--- src/ysrc_pkg.sv ---
`timescale 1ns / 1ps
// Shared types and constants for the YCbCr-sum to RGB converter.
// No dependencies.
package ysrc_pkg;

    localparam int SUM_BITS_DEF = 16;
    localparam int PIX_W        = 8;
    localparam int SCALE_W      = 33;
    localparam int COEF_W       = 32;
    localparam int CFG_DATA_W   = 33;
    localparam int CFG_ADDR_W   = 3;
    localparam int FRAC_W       = 32;

    // register indexes
    localparam logic [CFG_ADDR_W-1:0] CFG_LUMA_SCALE    = 3'd0;
    localparam logic [CFG_ADDR_W-1:0] CFG_CB_BLUE_COEF  = 3'd1;
    localparam logic [CFG_ADDR_W-1:0] CFG_CB_GREEN_COEF = 3'd2;
    localparam logic [CFG_ADDR_W-1:0] CFG_CR_GREEN_COEF = 3'd3;
    localparam logic [CFG_ADDR_W-1:0] CFG_CR_RED_COEF   = 3'd4;

    localparam logic [SCALE_W-1:0] LUMA_SCALE_RST    = 33'h1_0000_0000;
    localparam logic [COEF_W-1:0]  CB_BLUE_COEF_RST  = 32'd3698982649;
    localparam logic [COEF_W-1:0]  CB_GREEN_COEF_RST = 32'd1478070045;
    localparam logic [COEF_W-1:0]  CR_GREEN_COEF_RST = 32'd3067208968;
    localparam logic [COEF_W-1:0]  CR_RED_COEF_RST   = 32'd3010771050;

    // channel offsets in 32.32 with the rounding half (2^31) folded in
    localparam logic signed [63:0] HALF_LSB   = 64'sd2147483648;
    localparam logic signed [63:0] BLUE_BIAS  =
        HALF_LSB - ((64'sd220 <<< 32) + 64'sd687194767);
    localparam logic signed [63:0] GREEN_BIAS =
        HALF_LSB + ((64'sd135 <<< 32) + 64'sd1974997761);
    localparam logic signed [63:0] RED_BIAS   =
        HALF_LSB - ((64'sd179 <<< 32) + 64'sd1958505087);

    typedef struct packed {
        logic [SCALE_W-1:0] luma_scale;
        logic [COEF_W-1:0]  cb_blue_coef;
        logic [COEF_W-1:0]  cb_green_coef;
        logic [COEF_W-1:0]  cr_green_coef;
        logic [COEF_W-1:0]  cr_red_coef;
    } t_cfg;

endpackage

--- src/ysrc_clamp.sv ---
`timescale 1ns / 1ps
// Takes a signed (VW-32).32 channel value (rounding half already added),
// drops the fraction and saturates to 0..255. Depends on ysrc_pkg.
module ysrc_clamp
    import ysrc_pkg::*;
#(
    parameter int VW = SUM_BITS_DEF + 36
) (
    input  logic signed [VW-1:0] i_val,
    output logic [PIX_W-1:0]     o_pix
);

    logic w_neg;
    logic w_over;

    assign w_neg  = i_val[VW-1];
    assign w_over = |i_val[VW-2:FRAC_W+PIX_W];

    always_comb begin
        if (w_neg) begin
            o_pix = '0;
        end else if (w_over) begin
            o_pix = '1;
        end else begin
            o_pix = i_val[FRAC_W+PIX_W-1:FRAC_W];
        end
    end

endmodule

--- config.mk ---
export PLATFORM = sky130hd
export DESIGN_NAME = ysrc_clamp
export DESIGN_NICKNAME = d
export VERILOG_FILES = /design/src/ysrc_pkg.sv /design/src/ysrc_clamp.sv
export SDC_FILE = /design/constraint.sdc
export NUM_CORES = 1
export LEC_CHECK = 0
export BUFFER_PORTS_ARGS = -buffer_cell sky130_fd_sc_hd__clkbuf_2
export CAP_MARGIN = 20
export CELL_PAD_IN_SITES_DETAIL_PLACEMENT = 0
export CELL_PAD_IN_SITES_GLOBAL_PLACEMENT = 1
export CORE_MARGIN = 2
export CORE_UTILIZATION = 10
export DETAILED_ROUTE_END_ITERATION = 10
export PLACE_DENSITY_LB_ADDON = 0.1
export SLEW_MARGIN = 30
export SYNTH_ARGS = -nofsm -noshare
export SYNTH_HDL_FRONTEND = slang
export SYNTH_SLANG_ARGS = --single-unit
--- constraint.sdc ---
create_clock -name vclk -period 1
set_input_delay 0.1 -clock vclk [all_inputs]
set_output_delay 0.1 -clock vclk [all_outputs]
set_load 0.1 [all_outputs]
Word-level counts from Yosys, hierarchy flattened

Cells that the tools add are included.
W data, S select, Z words.

Bits in registers: 0
Output and inout bits: 8

Mux-type cells: 2
Reduce and logical (&&, ||, !) cells: 1

Operators with widths:

| cell              | count |
|---|---|
| $mux W8           | 2 |
| $reduce_or A11 Y1 | 1 |

Longest topological paths before layout

Depth after elaboration: 3
Gate-level depth with buffers: 2
Depth with buffers taken out: 2

Worst setup path after synthesis

No wires, ideal clock.

Path kind: input to output
From: input i_val[44]
To: output o_pix[0]
Arrival time: 1.894 ns
Data required time: 0.900 ns
Cell stages on the path: 2
Setup slack: -0.994 ns
Path buffers: 0
Cell sequence: nor3_1 -> a41oi_1

Cells in the longest elaborated chain, start to end: 3

RTL lines:

| element           | line             | RTL |
|---|---|---|
| from (decl)       | ysrc_clamp.sv:9  | `input logic signed [VW-1:0] i_val,` |
| $reduce_or A11 Y1 | ysrc_clamp.sv:17 | `assign w_over = \|i_val[VW-2:FRAC_W+PIX_W];` |
| $mux W8           | ysrc_clamp.sv:22 | `end else if (w_over) begin` |
| $mux W8           | ysrc_clamp.sv:20 | `if (w_neg) begin` |
| to (decl)         | ysrc_clamp.sv:10 | `output logic [PIX_W-1:0] o_pix` |

No other way between the ends.

Worst setup path after layout

From: input i_val[43]
To: output o_pix[5]

Same word-level chain as after synthesis.

==> results.md <==
- Counting the fill cells in the layout gives 118.
- The endpoint kind of the worst setup timing path is a primary output.
- The maximum fanout encountered on the critical timing path is 4.
- The remaining design rule violation count is 0.
- The core region is between 1000 and 1500 um2.
- Setup repair after global routing could not meet its margin everywhere.
- The most critical setup path has its startpoint at i_val[43].
- The placed wire-length estimate after detailed placement is 707.5 um.
- The clock network burns 0% of the power.
- For the pin with the worst max-slew slack, the measured transition is ~0.44 ns.
- Setup violations remaining at the end of the flow were counted as 8.
- Summing all multi-input logic gate instances after layout gives between 200 and 300 um2.
- The vertical die dimension is 41.77 um.
- After the first detailed-routing iteration, the DRC count stood at 0.
- Per report_power, the combinational group accounts for 100.0% of the total.
- The run finished, with violations left.
- The max-cap check violation count is 0.
- The chip width is around 42 um.
- The first global-routing pass estimated 1428 um of wire.
- The final-layout clock buffer total is 0.
- Once detail routing completed, the nets flagged for antenna violations numbered 0.
- The class of the worst hold path is primary input to primary output.
- The number of nets handed over by synthesis was 72.
- The largest net degree at the start of global routing is 9.
- The count of cells in the finished layout, fillers not included, comes to 67.
- The internal power of the cells is 141.1 uW.
- Sequential cells placed in the final layout were counted as 0.
- For this run, the number of Yosys warnings is 0.
- In this run the static leakage power is 0.0002678 uW.
- The number of antenna violations at the first check in global routing was 0.
- The switching part of the total is 60.92%.
- Summing all flip-flop and latch instances after layout gives 0 um2.
- The peak supply drop is 0.3255 mV.
- In the routed layout, each cell is associated on average with a via count of roughly 4.4.
- The count of endpoints failing hold in the final timing report is 0.
- By startpoint and endpoint, the worst setup path is classified as primary input to primary output.
- Subtracting the final worst setup slack from the clock period gives 1.132 ns.
- The signal arrival time at the worst endpoint is 1.03 ns.
- The area growth from synthesis to layout is 366.7%.
- The netlist area before placement is 142.6 um2.
- The routability congestion estimate from global placement is 0.6940.
- In this run the core area contains 13 standard-cell rows.
- The final reports fail on setup timing.
- The headroom to the max-slew limit is 70.87%.
- The number of instances in the synthesized netlist is 20.
- The total power density per cell area is approximately 540 nW/um2.
- The setup fix buffers added after clock tree synthesis is 0.
- The number of iterations in the first detailed-routing pass is 1.
- The smallest setup slack after layout is -0.1321 ns.
- STA classifies the critical path startpoint as a primary input.
- During I/O placement, the number of pins put on the boundary was 60.
- The required time of the critical path is approximately 0.90 ns.
- The overall via count from detail_route is 296.
- The wire length after detailed routing is approximately 800 um.
- In this run the tool buffered the top-level ports with 28 buffer cells.
- Of the cells placed in the final design, the portion with a size suffix greater than 1 is 84.62%.
- Summing the sequential cell areas from Yosys gives 0% of the chip area.
- The initial cell density of the core is between 10% and 20%.
- The number of slew-limit violations in the final report is 0.
- The sum of negative setup slack is -0.9736 ns.
- Global routing used about a tenth of the available tracks across all layers.
- The design draws 361.0 uW.
- OpenSTA, run right after detailed placement, puts the worst setup slack at -0.1705 ns.
- The critical path endpoint is o_pix[5].
- The number of antenna cells inserted is 0.
- The average cell area after synthesis is 7.132 um2.
- Of the available clock period, the critical path in the final layout requires 113.2%.
- Sequential cells account for 0% of the total power.
- The number of nets in the layout is 106.
- The per-cell routed wire length is 12.07 um.
- For this run, the top clock speed supported by timing is approximately 900 MHz.
- The total instance count after detailed placement is 67.
- The number of global-route vias before repair is 334.
- The die covers approximately 1700 um2.
- The net switching component of the power is roughly 220 uW.
- Summed over all layers, the global routing overflow is 0.
- The count of different cell masters after synthesis is 6.
-- per-layer routing --
| metal | vias up | part of all wire (%) | global-route usage (%) |
|---|---|---|---|
| li1 | 144 | - | - |
| met1 | 133 | 32 | 10.77 |
| met2 | 19 | 57 | 20.31 |
| met3 | 0 | 11 | 2.609 |
| met4 | 0 | 0 | 0 |
| met5 | - | 0 | 0 |
-- Yosys cell counts --
| cell | number | area share, % |
|---|---|---|
| sky130_fd_sc_hd__a41oi_1 | 8 | 49 |
| sky130_fd_sc_hd__buf_1 | 1 | 2.6 |
| sky130_fd_sc_hd__inv_1 | 8 | 21 |
| sky130_fd_sc_hd__nor3_1 | 1 | 3.5 |
| sky130_fd_sc_hd__nor4_2 | 1 | 8.8 |
| sky130_fd_sc_hd__nor4_4 | 1 | 15 |
-- layout make-up --
cell class / count / share of cell area (%)
Multi-Input combinational cell: 11 / 41.92
Timing Repair Buffer: 33 / 50.75
Inverter: 8 / 4.511
Tap cell: 15 / 2.820
-- kinds of logic after synthesis --
logic type	count (synthesis)	share of synthesized area, %
AND/OR/NAND/NOR	3	27.19
AO/OA/AOI/OAI	8	49.12
buffers and inverters	9	23.68
-- timing repair --
item / 4_1_cts / 5_1_grt
gates resized for setup: 2 / 6
setup endpoints to repair: 8 / 8
gates cloned: 0 / 0
pin swaps: 9 / 8
hold buffers: 0 / 0
-- how the worst min path moves through the flow --
stage	start	endpoint	cells after the start
3_3_place_gp	i_val[37]	o_pix[5]	4
5_1_grt	i_val[32]	o_pix[0]	4
3_5_place_dp	i_val[39]	o_pix[7]	4
4_1_cts	i_val[39]	o_pix[7]	4
2_1_floorplan	i_val[32]	o_pix[0]	2
6_report	i_val[32]	o_pix[0]	4
-- cells in the final DEF, fill, tap and decap left out --
cell,count
sky130_fd_sc_hd__a41oi_4,8
sky130_fd_sc_hd__buf_12,9
sky130_fd_sc_hd__nor3_4,1
sky130_fd_sc_hd__clkbuf_2,18
sky130_fd_sc_hd__nor4_4,2
sky130_fd_sc_hd__buf_6,6
sky130_fd_sc_hd__inv_1,8
-- stage by stage --
stage,utilization [%],instance area (um2),hold slack (ns)
2_1_floorplan,-,312.8,0.6391
3_3_place_gp,48.43,638.1,0.6399
3_5_place_dp,48.43,638.1,0.6449
4_1_cts,49.00,645.6,0.6813
5_1_grt,50.52,665.6,0.6899
6_report,50.52,665.6,0.6765
-- power by group through the flow --
stage               clock [uW]  sequential (uW)  combinational (uW)
floorplan                    0                0                 208
global placement             0                0                 351
detailed placement           0                0                 356
CTS                          0                0                 359
global route                 0                0                 377
finish                       0                0                 361
-- worst max-delay path, stage by stage --
cell and delay (ns):
sky130_fd_sc_hd__buf_6 0.10, sky130_fd_sc_hd__nor4_4 0.32, sky130_fd_sc_hd__buf_6 0.19, sky130_fd_sc_hd__a41oi_4 0.13, sky130_fd_sc_hd__buf_12 0.19
No activity file was read; power rests on OpenSTA's default activity.
