--- src/ysrc_pkg.sv ---
`timescale 1ns / 1ps
// Shared types and constants for the YCbCr-sum to RGB converter.
// No dependencies.
package ysrc_pkg;

    localparam int SUM_BITS_DEF = 16;
    localparam int PIX_W        = 8;
    localparam int SCALE_W      = 33;
    localparam int COEF_W       = 32;
    localparam int CFG_DATA_W   = 33;
    localparam int CFG_ADDR_W   = 3;
    localparam int FRAC_W       = 32;

    // register indexes
    localparam logic [CFG_ADDR_W-1:0] CFG_LUMA_SCALE    = 3'd0;
    localparam logic [CFG_ADDR_W-1:0] CFG_CB_BLUE_COEF  = 3'd1;
    localparam logic [CFG_ADDR_W-1:0] CFG_CB_GREEN_COEF = 3'd2;
    localparam logic [CFG_ADDR_W-1:0] CFG_CR_GREEN_COEF = 3'd3;
    localparam logic [CFG_ADDR_W-1:0] CFG_CR_RED_COEF   = 3'd4;

    localparam logic [SCALE_W-1:0] LUMA_SCALE_RST    = 33'h1_0000_0000;
    localparam logic [COEF_W-1:0]  CB_BLUE_COEF_RST  = 32'd3698982649;
    localparam logic [COEF_W-1:0]  CB_GREEN_COEF_RST = 32'd1478070045;
    localparam logic [COEF_W-1:0]  CR_GREEN_COEF_RST = 32'd3067208968;
    localparam logic [COEF_W-1:0]  CR_RED_COEF_RST   = 32'd3010771050;

    // channel offsets in 32.32 with the rounding half (2^31) folded in
    localparam logic signed [63:0] HALF_LSB   = 64'sd2147483648;
    localparam logic signed [63:0] BLUE_BIAS  =
        HALF_LSB - ((64'sd220 <<< 32) + 64'sd687194767);
    localparam logic signed [63:0] GREEN_BIAS =
        HALF_LSB + ((64'sd135 <<< 32) + 64'sd1974997761);
    localparam logic signed [63:0] RED_BIAS   =
        HALF_LSB - ((64'sd179 <<< 32) + 64'sd1958505087);

    typedef struct packed {
        logic [SCALE_W-1:0] luma_scale;
        logic [COEF_W-1:0]  cb_blue_coef;
        logic [COEF_W-1:0]  cb_green_coef;
        logic [COEF_W-1:0]  cr_green_coef;
        logic [COEF_W-1:0]  cr_red_coef;
    } t_cfg;

endpackage

--- src/ysrc_regs.sv ---
`timescale 1ns / 1ps
// Configuration register file: scale and chroma coefficients.
// Depends on ysrc_pkg.
module ysrc_regs
    import ysrc_pkg::*;
(
    input  logic                  i_clk,
    input  logic                  i_rst_n,
    input  logic                  i_we,
    input  logic [CFG_ADDR_W-1:0] i_addr,
    input  logic [CFG_DATA_W-1:0] i_wdata,
    output t_cfg                  o_cfg
);

    t_cfg r_cfg;

    always_ff @(posedge i_clk) begin
        if (!i_rst_n) begin
            r_cfg.luma_scale    <= LUMA_SCALE_RST;
            r_cfg.cb_blue_coef  <= CB_BLUE_COEF_RST;
            r_cfg.cb_green_coef <= CB_GREEN_COEF_RST;
            r_cfg.cr_green_coef <= CR_GREEN_COEF_RST;
            r_cfg.cr_red_coef   <= CR_RED_COEF_RST;
        end else if (i_we) begin
            case (i_addr)
                CFG_LUMA_SCALE:    r_cfg.luma_scale    <= i_wdata[SCALE_W-1:0];
                CFG_CB_BLUE_COEF:  r_cfg.cb_blue_coef  <= i_wdata[COEF_W-1:0];
                CFG_CB_GREEN_COEF: r_cfg.cb_green_coef <= i_wdata[COEF_W-1:0];
                CFG_CR_GREEN_COEF: r_cfg.cr_green_coef <= i_wdata[COEF_W-1:0];
                CFG_CR_RED_COEF:   r_cfg.cr_red_coef   <= i_wdata[COEF_W-1:0];
                default: begin
                end
            endcase
        end
    end

    assign o_cfg = r_cfg;

endmodule

--- config.mk ---
export PLATFORM = sky130hd
export DESIGN_NAME = ysrc_regs
export DESIGN_NICKNAME = d
export VERILOG_FILES = /design/src/ysrc_pkg.sv /design/src/ysrc_regs.sv
export SDC_FILE = /design/constraint.sdc
export NUM_CORES = 1
export LEC_CHECK = 0
export ABC_AREA = 0
export CAP_MARGIN = 20
export CORE_MARGIN = 2
export CORE_UTILIZATION = 35
export CTS_BUF_LIST = sky130_fd_sc_hd__clkbuf_16
export CTS_CLUSTER_DIAMETER = 40
export DETAILED_ROUTE_END_ITERATION = 6
export DONT_BUFFER_PORTS = 1
export PLACE_DENSITY_LB_ADDON = 0.2
export SLEW_MARGIN = 20
export SYNTH_ARGS = -nofsm -noshare
export SYNTH_HDL_FRONTEND = slang
export SYNTH_SLANG_ARGS = --single-unit
--- constraint.sdc ---
create_clock -name i_clk -period 1 [get_ports i_clk]
set_clock_uncertainty 0.1 [all_clocks]
set_input_delay 0.05 -clock i_clk [delete_from_list [all_inputs] [get_ports i_clk]]
set_output_delay 0.05 -clock i_clk [all_outputs]
set_load 0.05 [all_outputs]
After elaboration in Yosys (flattened, before gate mapping)
Index checks and enable logic that the tools add are counted.
W data, S select, Z words.
Word-level totals
  register bits after elaboration: 161
  output and inout port bits: 161
  bits of input ports: 39
Operators by class
  reduce and logical (&&, ||, !) cells: 6
  eq/ne operators: 4
Operators with widths (count)
  $reduce_and A2 Y1: 5
  $eq A3 B2 Y1 const B: 2
  $eq A3 B1 Y1 const B: 1
  $eq A3 B3 Y1 const B: 1
  $logic_not A3 Y1: 1

Longest topological paths before layout
Gate-level depths: netlist of the first run.
  depth after elaboration: 2
  mapped depth: 5
  mapped depth without buffers: 2

Worst setup path after synthesis of the first run
Ideal clock, no wire load.
  kind: input port to flip-flop
  start: input i_rst_n
  end: register r_cfg (netlist bit o_cfg[84])
  slack: 8 ps
  buffers on the path: 3
  arrival: 766 ps
  stages: 5
  cells stage by stage: buf_2 > buf_2 > clkbuf_1 > nor2b_1 > mux2i_1
RTL lines
  start: declaration: line ysrc_regs.sv:8  | input logic i_rst_n,
  end: declaration: line ysrc_regs.sv:15  | t_cfg r_cfg;

Final worst setup path of the first run
  start: register r_cfg (netlist bit o_cfg[31])
  end: output o_cfg[31] in the netlist's numbering
RTL lines
  end: declaration: line ysrc_regs.sv:12  | output t_cfg o_cfg
No word-level cell between the ends.

==> results.md, run 1 <==
Outcome:
- The flow ran to the end, but the final reports show violations.
- The final reports fail on hold timing, setup timing.

Clocking:
- The later pin in the worst-skew pair is clocked with a latency of 0.41 ns.
- The number of clock buffers added by TritonCTS is 17.
- The library cell used as clock root buffer is sky130_fd_sc_hd__clkbuf_16.
- The clock drives 161 sinks.
- The clock input transition at the sequential cells of the worst setup and hold paths is 0.07 ns.
- The clock tree from TritonCTS is yes.
- The number of buffers added to fix hold violations after cts is 32.
- The H-tree was split into 4 levels.
- The buffer depth of the longest clock path is 2.

Place:
- Once placement completed, the tool counted placed cells totaling 955.
- The half-perimeter wire length of the detailed placement result is 11,100 um.
- Routability-driven placement finished with a final weighted congestion of 0.724.
- Once placement finished, the instance area stood at 7730 um^2.
- The worst setup slack before clock tree synthesis is -0.105 ns.
- The count of input and output buffers is 0.

Worst setup path:
- The critical path class is reg2out.
- The critical path depth in cells is 1.
- STA classifies the critical path startpoint as a flip-flop.
- Broken down by cell family, the worst path's largest delay share belongs to flip-flops.
- The data required time of the critical path is 0.85 ns.
- The delay of the slowest critical-path stage is 0.36 ns.
- The critical path goes through buf_8.
- Of all nets on the critical path, the largest fanout is 2.
- The data arrival at the endpoint of the critical path is 0.93 ns.
- The cell with the largest stage delay on the worst path is sky130_fd_sc_hd__dfxtp_2.
- The number of buffers and inverters on the critical path is 1.
- The count of cells along the worst register-to-register path is 3.
- STA classifies the critical path endpoint as an output pin.

Layout:
- The number of inserted filler cells in the final layout is 1,431.
- The post-route standard cell area excluding fillers is 10,200 um^2.
- The signed area change from the synthesized netlist to the final layout is 60.2%.
- The final layout contains 848 nets.
- The area occupied by registers is 3430 um^2.
- The share of layout cells above drive strength 1 is 0.484.
- The count of cells in the finished layout, fillers not included, comes to 1,049.
- The footprint of the multi-input gates is 2850 um^2.
- The register with the most flip-flops in the layout has 161 of them.
- The number of antenna diodes in the final layout is 0.

Synthesis:
- Of the post-synthesis cell area, the dominant cell type holds 0.508.
- The cell taking the most area after synthesis is sky130_fd_sc_hd__dfxtp_1.
- The total nets after synthesis is 638.
- Ranked by total cell area, the synthesized netlist is headed by sky130_fd_sc_hd__dfxtp_1 (51%), sky130_fd_sc_hd__mux2i_1 (25%), sky130_fd_sc_hd__nor2b_1 (10%).
- The number of standard cells after synthesis is 599.
- In this run, synthesis produced a sequential element count of 161.
- The synthesized netlist contains 16 unique library cells.
- Dividing the synthesized area by the synthesized cell count gives 10.6 um^2.
- The count of yosys warnings during synthesis is 0.
- In this run the cell area of the synthesized design comes to 6340 um^2.
- For this run, the register share of the synthesized area comes to 0.508.

Detailed routing:
- The final route contains 4,882 vias.
- The per-cell via count in the routed design is 4.65.
- The aggregate routed wire length is 17,300 um.
- The first-pass iteration count of the detailed router is 4.
- Dividing the detail-routed wire length by the instance count gives 16.5 um.
- The number of routed nets with antenna violations is 0.
- The DRC violation count after routing is 0.
- The number of DRC markers in iteration 0 is 164.

Global routing:
- Across every metal layer, demand over resource in global routing totals 0.178.
- The initial antenna violation count was 0.
- Summed over all layers, the global routing overflow is 0.
- The first global-routing pass estimated 27,300 um of wire.
- Entering global routing, the biggest net connects 226 pins.
- The number of global-route vias before repair is 5,065.

Floorplanning:
- The number of primary I/O pins is 200.
- The initial utilization of the core area, before any placement, comes to 0.355.
- The vertical extent of the die is 139 um.
- The area of the core is 17,800 um^2.
- The number of rows in the core area is 49.
- Measured along the x axis, the die boundary spans 139 um.
- The full die area is 19,200 um^2.

Min path:
- The worst hold path passes through 2 cells.
- The type of the tightest min-delay check is in2reg.

STA:
- After layout, the minimum clock period comes to 1.08 ns.
- The number of hold-slack violations in the final timing report was 161.
- Static timing analysis puts the maximum clock frequency at 929 MHz.
- Setup repair after global routing could not meet its margin everywhere.
- The final-report max-slew violation count is 0.
- The number of setup violations in the final report is 161.
- The pin slew with the least headroom to its limit is 0.336 ns.
- On the final layout, the worst hold slack is -0.308 ns.
- The post-route clock period utilization is 1.08.
- Across all setup checks in the final design, the least slack found is -0.0761 ns.
- The tightest slew margin relative to the limit is 0.776.

Power and ir drop:
- Dividing total power by cell area gives a power density of 1370 nW/um^2.
- The static leakage is 4.39 nW.
- The maximum VDD drop is 1.08 mV.

Flow run:
- Across the run, the number of max-cap violations was 0.
==> metrics by stage <==
| stage | util | TNS (ns) | power (mW) |
|---|---|---|---|
| CTS | 0.555 | -11.68 | 14.1 |
| floorplan | - | 0 | 7.80 |
| detailed placement | 0.433 | -2.50 | 8.05 |
| global route | 0.569 | -15.00 | 14.5 |
| finish | 0.569 | -8.60 | 14.0 |
| global placement | 0.433 | -1.57 | 8.03 |
==> Yosys cell counts <==
cell,number
sky130_fd_sc_hd__dfxtp_1,161
sky130_fd_sc_hd__mux2i_1,161
sky130_fd_sc_hd__nand2_1,122
sky130_fd_sc_hd__nor2b_1,103
sky130_fd_sc_hd__buf_2,17
sky130_fd_sc_hd__buf_6,10
sky130_fd_sc_hd__clkbuf_1,10
sky130_fd_sc_hd__buf_4,4
sky130_fd_sc_hd__buf_8,3
sky130_fd_sc_hd__nand4bb_1,2
sky130_fd_sc_hd__and4b_1,1
sky130_fd_sc_hd__and4bb_1,1
sky130_fd_sc_hd__and4bb_2,1
sky130_fd_sc_hd__nand4b_1,1
sky130_fd_sc_hd__nor4b_2,1
sky130_fd_sc_hd__nor4bb_1,1
==> kinds of logic after synthesis <==
logic type,after synthesis,synth area share
DFF,161,0.508
and+or+nand+nor,233,0.188
muxes,161,0.254
buffers and inverters,44,0.0490
==> cell usage in the layout (no fill, tap or decap), drive strengths merged <==
cell and instances:
nor2b 103, nor4bb 1, nand4b 1, and4bb 2, and4b 1, dfxtp 161, nor4b 1, inv 1
nand4bb 2, nand2 122, mux2i 161, clkbuf 17, buf 203, clkinv 10, clkinvlp 2, dlygate4sd3 32
==> routing by layer <==
layer  GRT usage  wire length [um]  up-vias  part of all wire
met1       0.211              7380     2364              0.43
met2       0.305              8740      116              0.50
met4      0.0548               194        0             0.011
li1            -                 -     2386                 -
met3      0.0594              1010       16             0.058
met5           0                 0        -                 0
==> final cells by class <==
| cell class | count | share of cell area |
|---|---|---|
| sequential | 161 | 0.338 |
| timing repair buffer | 235 | 0.304 |
| multi-input combinational | 394 | 0.281 |
| clock buffer | 17 | 0.0419 |
| tap | 229 | 0.0282 |
| clock inverter | 13 | 0.00727 |
==> worst paths after layout <==
| check | endpoint | slack (ns) | startpoint |
|---|---|---|---|
| worst max register to register | o_cfg[79]$_SDFFE_PN1P_ | 0.07 | o_cfg[79]$_SDFFE_PN1P_ |
| worst max-delay path | o_cfg[31] | -0.08 | o_cfg[31]$_SDFFE_PN1P_ |
| worst min-delay path | o_cfg[144]$_SDFFE_PN0P_ | -0.31 | i_rst_n |
| worst min register to register | o_cfg[120]$_SDFFE_PN0P_ | 0.37 | o_cfg[120]$_SDFFE_PN0P_ |
==> power breakdown <==
part           switching (mW)  total, mW  internal [mW]  leakage, nW
Sequential              0.130       6.71           6.58         1.32
Combinational           0.871       1.62          0.746         2.82
Clock                    2.53       5.63           3.10        0.247
Total                    3.53       14.0           10.4         4.39
==> timing repair <==
item                                    4_1_cts  5_1_grt
hold endpoints to repair                    161      161
cloned                                        0        0
gates resized for setup                     443       27
endpoints found under the setup margin      161      161
setup buffers                                12       20
(Power assumes the default switching activity.)
==> run 2, diff against run 1 <==
--- a/config.mk
+++ b/config.mk
@@ -13,6 +13,7 @@
 export CTS_CLUSTER_DIAMETER = 40
 export DETAILED_ROUTE_END_ITERATION = 6
 export DONT_BUFFER_PORTS = 1
+export GPL_TIMING_DRIVEN = 0
 export PLACE_DENSITY_LB_ADDON = 0.2
 export SLEW_MARGIN = 20
 export SYNTH_ARGS = -nofsm -noshare
==> results.md, run 2 (same netlist as run 1, synthesis figures left out) <==
STA:
- The shortest clock period the worst path allows after layout is 1.03 ns (-0.0477 ns).
- The total negative slack for setup checks is -2.57 ns (+6.03 ns).
- The post-route clock period utilization was 1.03 (-0.0477).
- Setup repair after global routing could not meet its margin everywhere.
- The number of hold-slack violations in the final timing report was 32 (-80%).
- The highest clock rate is 972 MHz (+4.6%).
- The number of setup violations in the final report is 161 (unchanged).
- The worst setup margin is -0.0283 ns (+0.0477 ns).
- The post-route worst hold slack is -0.107 ns (+0.201 ns).
- The tightest slew margin relative to the limit is 0.505 (-0.272).
- The pin slew with the least headroom to its limit is 0.743 ns (+0.407 ns).
- The final-report max-slew violation count is 0 (unchanged).

Global routing:
- The initial antenna violation count came to 1 (+1).
- The number of global-route vias before repair is 4,869 (-3.9%).
- The leftover overflow at the end of global routing came to 0 (unchanged).
- The wire length of the first global-routing pass is 30,800 um (+13%).
- The overall track demand over capacity in global routing is 0.215 (+0.0374).
- The largest net degree at the start of global routing is 17 (-92%).

Power and ir drop:
- The design internal power was 10.4 mW (-0.39%).
- The maximum VDD drop was 1.11 mV (+2.6%).
- The power dissipated by switching net loads is 4.03 mW (+14%).
- The power share of the combinational group is 0.064 (-0.052).
- The static leakage is 3.27 nW (-26%).
- The fraction of power spent switching nets is 0.279 (+0.0262).
- The sequential power share came to 0.475 (-0.006).
- The total power per unit cell area is 1760 nW/um^2 (+28%).
- The share of power burned in the clock network is 0.461 (+0.058).

Worst setup path:
- The data arrival at the endpoint of the critical path is 0.88 ns (-0.05 ns).
- The kind of launch point of the worst setup path is a flip-flop.
- The worst setup path is of the reg2out kind.
- The worst register-to-register path ends at o_cfg[41]$_SDFFE_PN0P_.
- STA classifies the critical path endpoint as an output pin.
- The count of cells along the worst register-to-register path is 2 (-1).
- The flop-to-flop setup slack is 0.11 ns (+0.04 ns).
- The startpoint of the most critical register-to-register path is o_cfg[41]$_SDFFE_PN0P_.
- The data required time of the critical path is 0.85 ns (about the same).
- The biggest fanout along the worst timing path is 2 (unchanged).

Floorplanning:
- The number of rows in the core area is 49 (unchanged).
- The number of primary I/O pins is 200 (unchanged).
- The area of the core came to 17,800 um^2 (unchanged).
- The vertical extent of the die is 139 um (unchanged).
- The full die area was 19,200 um^2 (unchanged).
- The horizontal extent of the die came to 139 um (unchanged).
- The effective utilization at floorplan is 0.355 (unchanged).

Min path:
- For hold timing, the worst endpoint is o_cfg[152]$_SDFFE_PN0P_.
- The startpoint identified for the worst hold timing path is i_addr[0].
- The cell count of the worst hold path is 3 (+1).
- In this run the worst hold path is classified as in2reg.

Outcome:
- The run finished, with violations left.
- The final reports fail on hold timing, setup timing.

Flow run:
- The max capacitance violation total is 0 (unchanged).

Place:
- The half-perimeter wire length of the detailed placement result is 14,000 um (+27%).
- The routability-driven placement congestion ratio is 0.794 (+9.7%).
- The count of input and output buffers came to 0 (unchanged).

Clocking:
- Clock tree synthesis selected as its root buffer the cell sky130_fd_sc_hd__clkbuf_16.
- The sink count of the clock tree was 161 (unchanged).
- The H-tree depth reported by CTS was 4 (unchanged).
- The clock input transition at the sequential cells of the worst setup and hold paths is 0.07 ns (about the same).
- The clock tree from TritonCTS is yes.
- The buffers inserted during post-CTS setup optimization was 0 (-12).
- The buffer depth of the longest clock path was 2 (unchanged).
- The clock network latency to the later pin of the worst-skew pair is 0.42 ns (about the same).
- The number of buffers added to fix hold violations after cts is 35 (+9.4%).
- The number of CTS-inserted buffers is 17 (unchanged).

Detailed routing:
- The DRC violation count after routing is 0 (unchanged).
- The first-pass iteration count of the detailed router was 4 (unchanged).
- The per-cell via count in the routed design is 4.99 (+7.2%).
- The average wire per cell in the routed design was 23.0 um (+39%).
- The detailed-route via count is 4,461 (-8.6%).
- The aggregate routed wire length was 20,600 um (+19%).
- The number of DRC markers in iteration 0 is 163 (-0.61%).
- The number of routed nets with antenna violations is 0 (unchanged).

Layout:
- The number of nets in the layout is 690 (-19%).
- The library cells used most frequently in the layout, excluding fill and tap cells, are sky130_fd_sc_hd__mux2i_1 (161), sky130_fd_sc_hd__dfxtp_4 (161), sky130_fd_sc_hd__nand2_1 (122), sky130_fd_sc_hd__nor2b_1 (103), sky130_fd_sc_hd__dlygate4sd3_1 (33).
- The signed area change from the synthesized netlist to the final layout is 28.9%.
- The number of flip-flops under the largest register name is 161 (unchanged).
- The number of inserted filler cells in the final layout came to 1,637 (+14%).
- The share of layout cells above drive strength 1 is 0.354 (-0.130).
==> run 2: changes by cell type in the layout (fill, tap and decap cells not counted), sizes merged <==
cell / delta
buf: -170
bufinv: +2
clkbuf: +11
clkinv: -6
clkinvlp: -1
diode: +1
dlygate4sd3: +1
inv: +7
==> run 2: power groups by stage <==
stage	Clock, mW	Sequential, mW	Combinational (mW)
2_1_floorplan	0	7.26	0.536
3_3_place_gp	0	7.31	0.769
3_5_place_dp	0	7.31	0.788
4_1_cts	6.81	6.85	0.925
5_1_grt	7.09	6.86	0.990
6_report	6.65	6.84	0.917
==> run 2: how the worst max path moves through the flow <==
stage,start,to,slack (ns),cells past startpoint
detailed placement,i_rst_n,o_cfg[91]$_SDFFE_PN1P_,-0.52,5
CTS,o_cfg[24]$_SDFFE_PN1P_,o_cfg[24],-0.05,0
global route,o_cfg[18]$_SDFFE_PN1P_,o_cfg[18],-0.06,0
finish,o_cfg[80]$_SDFFE_PN1P_,o_cfg[80],-0.03,0
global placement,i_rst_n,o_cfg[126]$_SDFFE_PN1P_,-0.51,4
floorplan,i_rst_n,o_cfg[84]$_SDFFE_PN1P_,0.008,5
==> run 2: layout make-up <==
class                           instances  area, um^2  area share
Timing Repair Buffer                   33         330      0.0404
Clock inverter                         15         173      0.0211
Tap cell                              229         287      0.0351
Multi-Input combinational cell        394        2810       0.343
Buffer                                 44         320      0.0392
Clock buffer                           17         425      0.0521
Antenna cell                            1        2.50    0.000306
Sequential cell                       161        3830       0.468
==> run 2: what timing repair did <==
item	in CTS	in global routing
endpoints found under the setup margin	322	187
endpoints found under the hold margin	161	27
gates resized for setup	325	7
==> run 2: metal layers <==
metal	wire, um	share of wire	global-route usage
met1	8480	0.41	0.249
met2	10100	0.49	0.371
met3	1560	0.076	0.0753
met4	408	0.020	0.0736
met5	0	0	0
==> run 2: stage by stage <==
stage               setup slack, ns  instance area [um^2]   util  total power, mW  std cells
detailed placement           -0.524                  6630  0.371             8.10        828
floorplan                   0.00767                  6340      -             7.80        599
global placement             -0.507                  6630  0.371             8.08        828
global route                -0.0631                  8170  0.458             14.9        894
CTS                         -0.0535                  8180  0.459             14.6        895
finish                      -0.0283                  8170  0.458             14.4        894
==> run 3, diff against run 2 <==
==> constraint.sdc (replaced) <==
create_clock -name i_clk -period 1.1 [get_ports i_clk]
set_clock_uncertainty 0.1 [all_clocks]
set_input_delay 0.055 -clock i_clk [delete_from_list [all_inputs] [get_ports i_clk]]
set_output_delay 0.055 -clock i_clk [all_outputs]
set_load 0.05 [all_outputs]
==> results.md, run 3 (same netlist as run 1, synthesis figures left out) <==
Floorplanning:
- The number of rows in the core area is 49 (unchanged).
- The vertical extent of the die is 139 um (unchanged).
- The full die area was 19,200 um^2 (unchanged).
- The number of primary I/O pins is 200 (unchanged).
- The area of the core is 17,800 um^2 (unchanged).
- The horizontal extent of the die is 139 um (unchanged).
- The effective utilization at floorplan is 0.355 (unchanged).

Global routing:
- The largest net degree at the start of global routing is 17 (unchanged).
- The leftover overflow at the end of global routing is 0 (unchanged).
- The wire length of the first global-routing pass came to 30,800 um (-0.24%).
- The initial antenna violation count was 1 (unchanged).
- The overall track demand over capacity in global routing is 0.215 (-0.000467).
- The number of global-route vias before repair is 4,799 (-1.4%).

Power and ir drop:
- The maximum VDD drop is 1.01 mV (-8.7%).
- The power consumption is 13.1 mW (-8.8%).
- The fraction of power spent switching nets is 0.279 (about the same).
- The power share of the combinational group is 0.064 (about the same).
- The design internal power was 9.47 mW (-8.9%).
- The sequential power share is 0.475 (about the same).
- The static leakage is 3.27 nW (about the same).
- The power dissipated by switching net loads is 3.67 mW (-8.8%).
- The total power per unit cell area is 1610 nW/um^2 (-8.8%).
- The share of power burned in the clock network is 0.461 (about the same).

Layout:
- Leaving out fill and tap cells, the most frequent cells in the layout are sky130_fd_sc_hd__mux2i_1 (161), sky130_fd_sc_hd__dfxtp_4 (149), sky130_fd_sc_hd__nand2_1 (122), sky130_fd_sc_hd__nor2b_1 (103), sky130_fd_sc_hd__dlygate4sd3_1 (36).
- The number of flip-flops under the largest register name is 161 (unchanged).
- The number of inserted filler cells in the final layout is 1,647 (+0.61%).
- The number of nets in the layout is 693 (+0.43%).
- The most frequent standard cell in the layout excluding fill and tap cells is sky130_fd_sc_hd__mux2i_1.
- The fraction of the core area covered by cells at the end of the flow is 0.458 (about the same).
- The signed area change from the synthesized netlist to the final layout is 28.8% (about the same).
- The share of layout cells above drive strength 1 is 0.346 (-0.00759).

Clocking:
- The clock network latency to the later pin of the worst-skew pair is 0.42 ns (about the same).
- The number of CTS-inserted buffers is 17 (unchanged).
- The clock input transition at the sequential cells of the worst setup and hold paths came to 0.07 ns (about the same).
- The buffer depth of the longest clock path is 2 (unchanged).
- TritonCTS built the clock tree.
- The buffers inserted during post-CTS setup optimization is 0 (unchanged).
- The number of buffers added to fix hold violations after cts came to 36 (+2.9%).
- The H-tree depth reported by CTS is 4 (unchanged).
- The cell sitting at the root of the clock tree is a sky130_fd_sc_hd__clkbuf_16.
- The sink count of the clock tree is 161 (unchanged).

Worst setup path:
- The biggest fanout along the worst timing path is 2 (unchanged).
- In this run the critical register-to-register path is launched from o_cfg[59]$_SDFFE_PN0P_.
- The critical path class is reg2out.
- The data arrival at the endpoint of the critical path came to 0.92 ns (+0.04 ns).
- The endpoint kind of the worst setup timing path is an output pin.
- The worst setup path is launched from a flip-flop.
- The endpoint of the lowest-slack register-to-register path is o_cfg[59]$_SDFFE_PN0P_.
- The flop-to-flop setup slack is 0.18 ns (+0.07 ns).
- The count of cells along the worst register-to-register path is 2 (unchanged).
- The data required time of the critical path is 0.94 ns (+0.09 ns).

Detailed routing:
- The detailed-route via count is 4,485 (+0.54%).
- The average wire per cell in the routed design came to 23.0 um (-0.11%).
- The number of DRC markers in iteration 0 is 164 (+0.61%).
- The number of routed nets with antenna violations is 0 (unchanged).
- The per-cell via count in the routed design came to 5.00 (+0.20%).
- The DRC violation count after routing came to 0 (unchanged).
- The aggregate routed wire length was 20,600 um (+0.23%).
- The first-pass iteration count of the detailed router is 4 (unchanged).

STA:
- The post-route clock period utilization is 0.980.
- The post-route worst hold slack is -0.103 ns (+0.00374 ns).
- The tightest slew margin relative to the limit is 0.533 (+0.0283).
- The pin slew with the least headroom to its limit is 0.701 ns (-0.0425 ns).
- The number of hold-slack violations in the final timing report is 19 (-41%).
- The smallest clock period supported by the final layout is computed as 1.08 ns.
- The highest clock rate is 927 MHz.
- The number of setup violations in the final report was 0 (-100%).
- The final-report max-slew violation count is 0 (unchanged).

Outcome:
- The checks that failed: hold timing.
- The flow ran to the end, but the final reports show violations.

Place:
- The half-perimeter wire length of the detailed placement result is 14,000 um (unchanged).
- The routability-driven placement congestion ratio was 0.794 (unchanged).
- The count of input and output buffers was 0 (unchanged).

Min path:
- The worst min-delay path endpoint is o_cfg[152]$_SDFFE_PN0P_.
- The cell count of the worst hold path was 3 (unchanged).
- The start point of the worst min-delay path is i_addr[0].
- In this run the worst hold path is classified as in2reg.

Flow run:
- The max capacitance violation total is 0 (unchanged).
## run 3: worst max-delay path by stage
stage	from	endpoint	slack, ns	cells after the start
6_report	o_cfg[57]$_SDFFE_PN1P_	o_cfg[57]	0.02	0
5_1_grt	i_rst_n	o_cfg[106]$_SDFFE_PN1P_	-0.001	5
4_1_cts	o_cfg[13]$_SDFFE_PN1P_	o_cfg[13]	0.0001	0
3_5_place_dp	i_rst_n	o_cfg[91]$_SDFFE_PN1P_	-0.43	5
3_3_place_gp	i_rst_n	o_cfg[126]$_SDFFE_PN1P_	-0.41	4
2_1_floorplan	i_rst_n	o_cfg[84]$_SDFFE_PN1P_	0.10	5
## run 3: final cells by class
class / count / area [um^2] / area share
clock inverter: 15 / 173 / 0.0211
antenna: 1 / 2.50 / 0.000306
tap: 229 / 287 / 0.0351
multi-input combinational: 394 / 2810 / 0.344
timing repair buffer: 36 / 360 / 0.0441
sequential: 161 / 3800 / 0.465
clock buffer: 17 / 425 / 0.0521
buffer: 44 / 315 / 0.0386
## run 3: layer usage
metal | vias up | track usage | wire length [um] | share of wire
met4 | 0 | 0.0687 | 367 | 0.018
li1 | 2095 | - | - | -
met2 | 146 | 0.369 | 10100 | 0.49
met3 | 27 | 0.0742 | 1420 | 0.069
met5 | - | 0 | 0 | 0
met1 | 2217 | 0.252 | 8750 | 0.42
## run 3: power groups by stage
stage	registers [mW]	clock network, mW	logic (mW)
detailed placement	6.65	0	0.716
global placement	6.64	0	0.699
finish	6.25	6.06	0.835
CTS	6.39	6.20	0.842
floorplan	6.60	0	0.487
global route	6.26	6.45	0.902
## run 3: stage by stage
stage	setup slack [ns]	area (um^2)	instances	hold WS [ns]	TNS (ns)
6_report	0.0217	8170	897	-0.103	0
3_3_place_gp	-0.412	6630	828	0.106	-28.78
3_5_place_dp	-0.429	6630	828	0.105	-34.21
2_1_floorplan	0.103	6340	599	0.0971	0
4_1_cts	0.000149	7980	896	-0.120	0
5_1_grt	-0.00138	8170	897	-0.109	-0.00138
## run 3: timing repair
action / 4_1_cts / 5_1_grt
setup endpoints to repair: 169 / 87
hold endpoints to repair: 161 / 17
gates resized for setup: 240 / 75
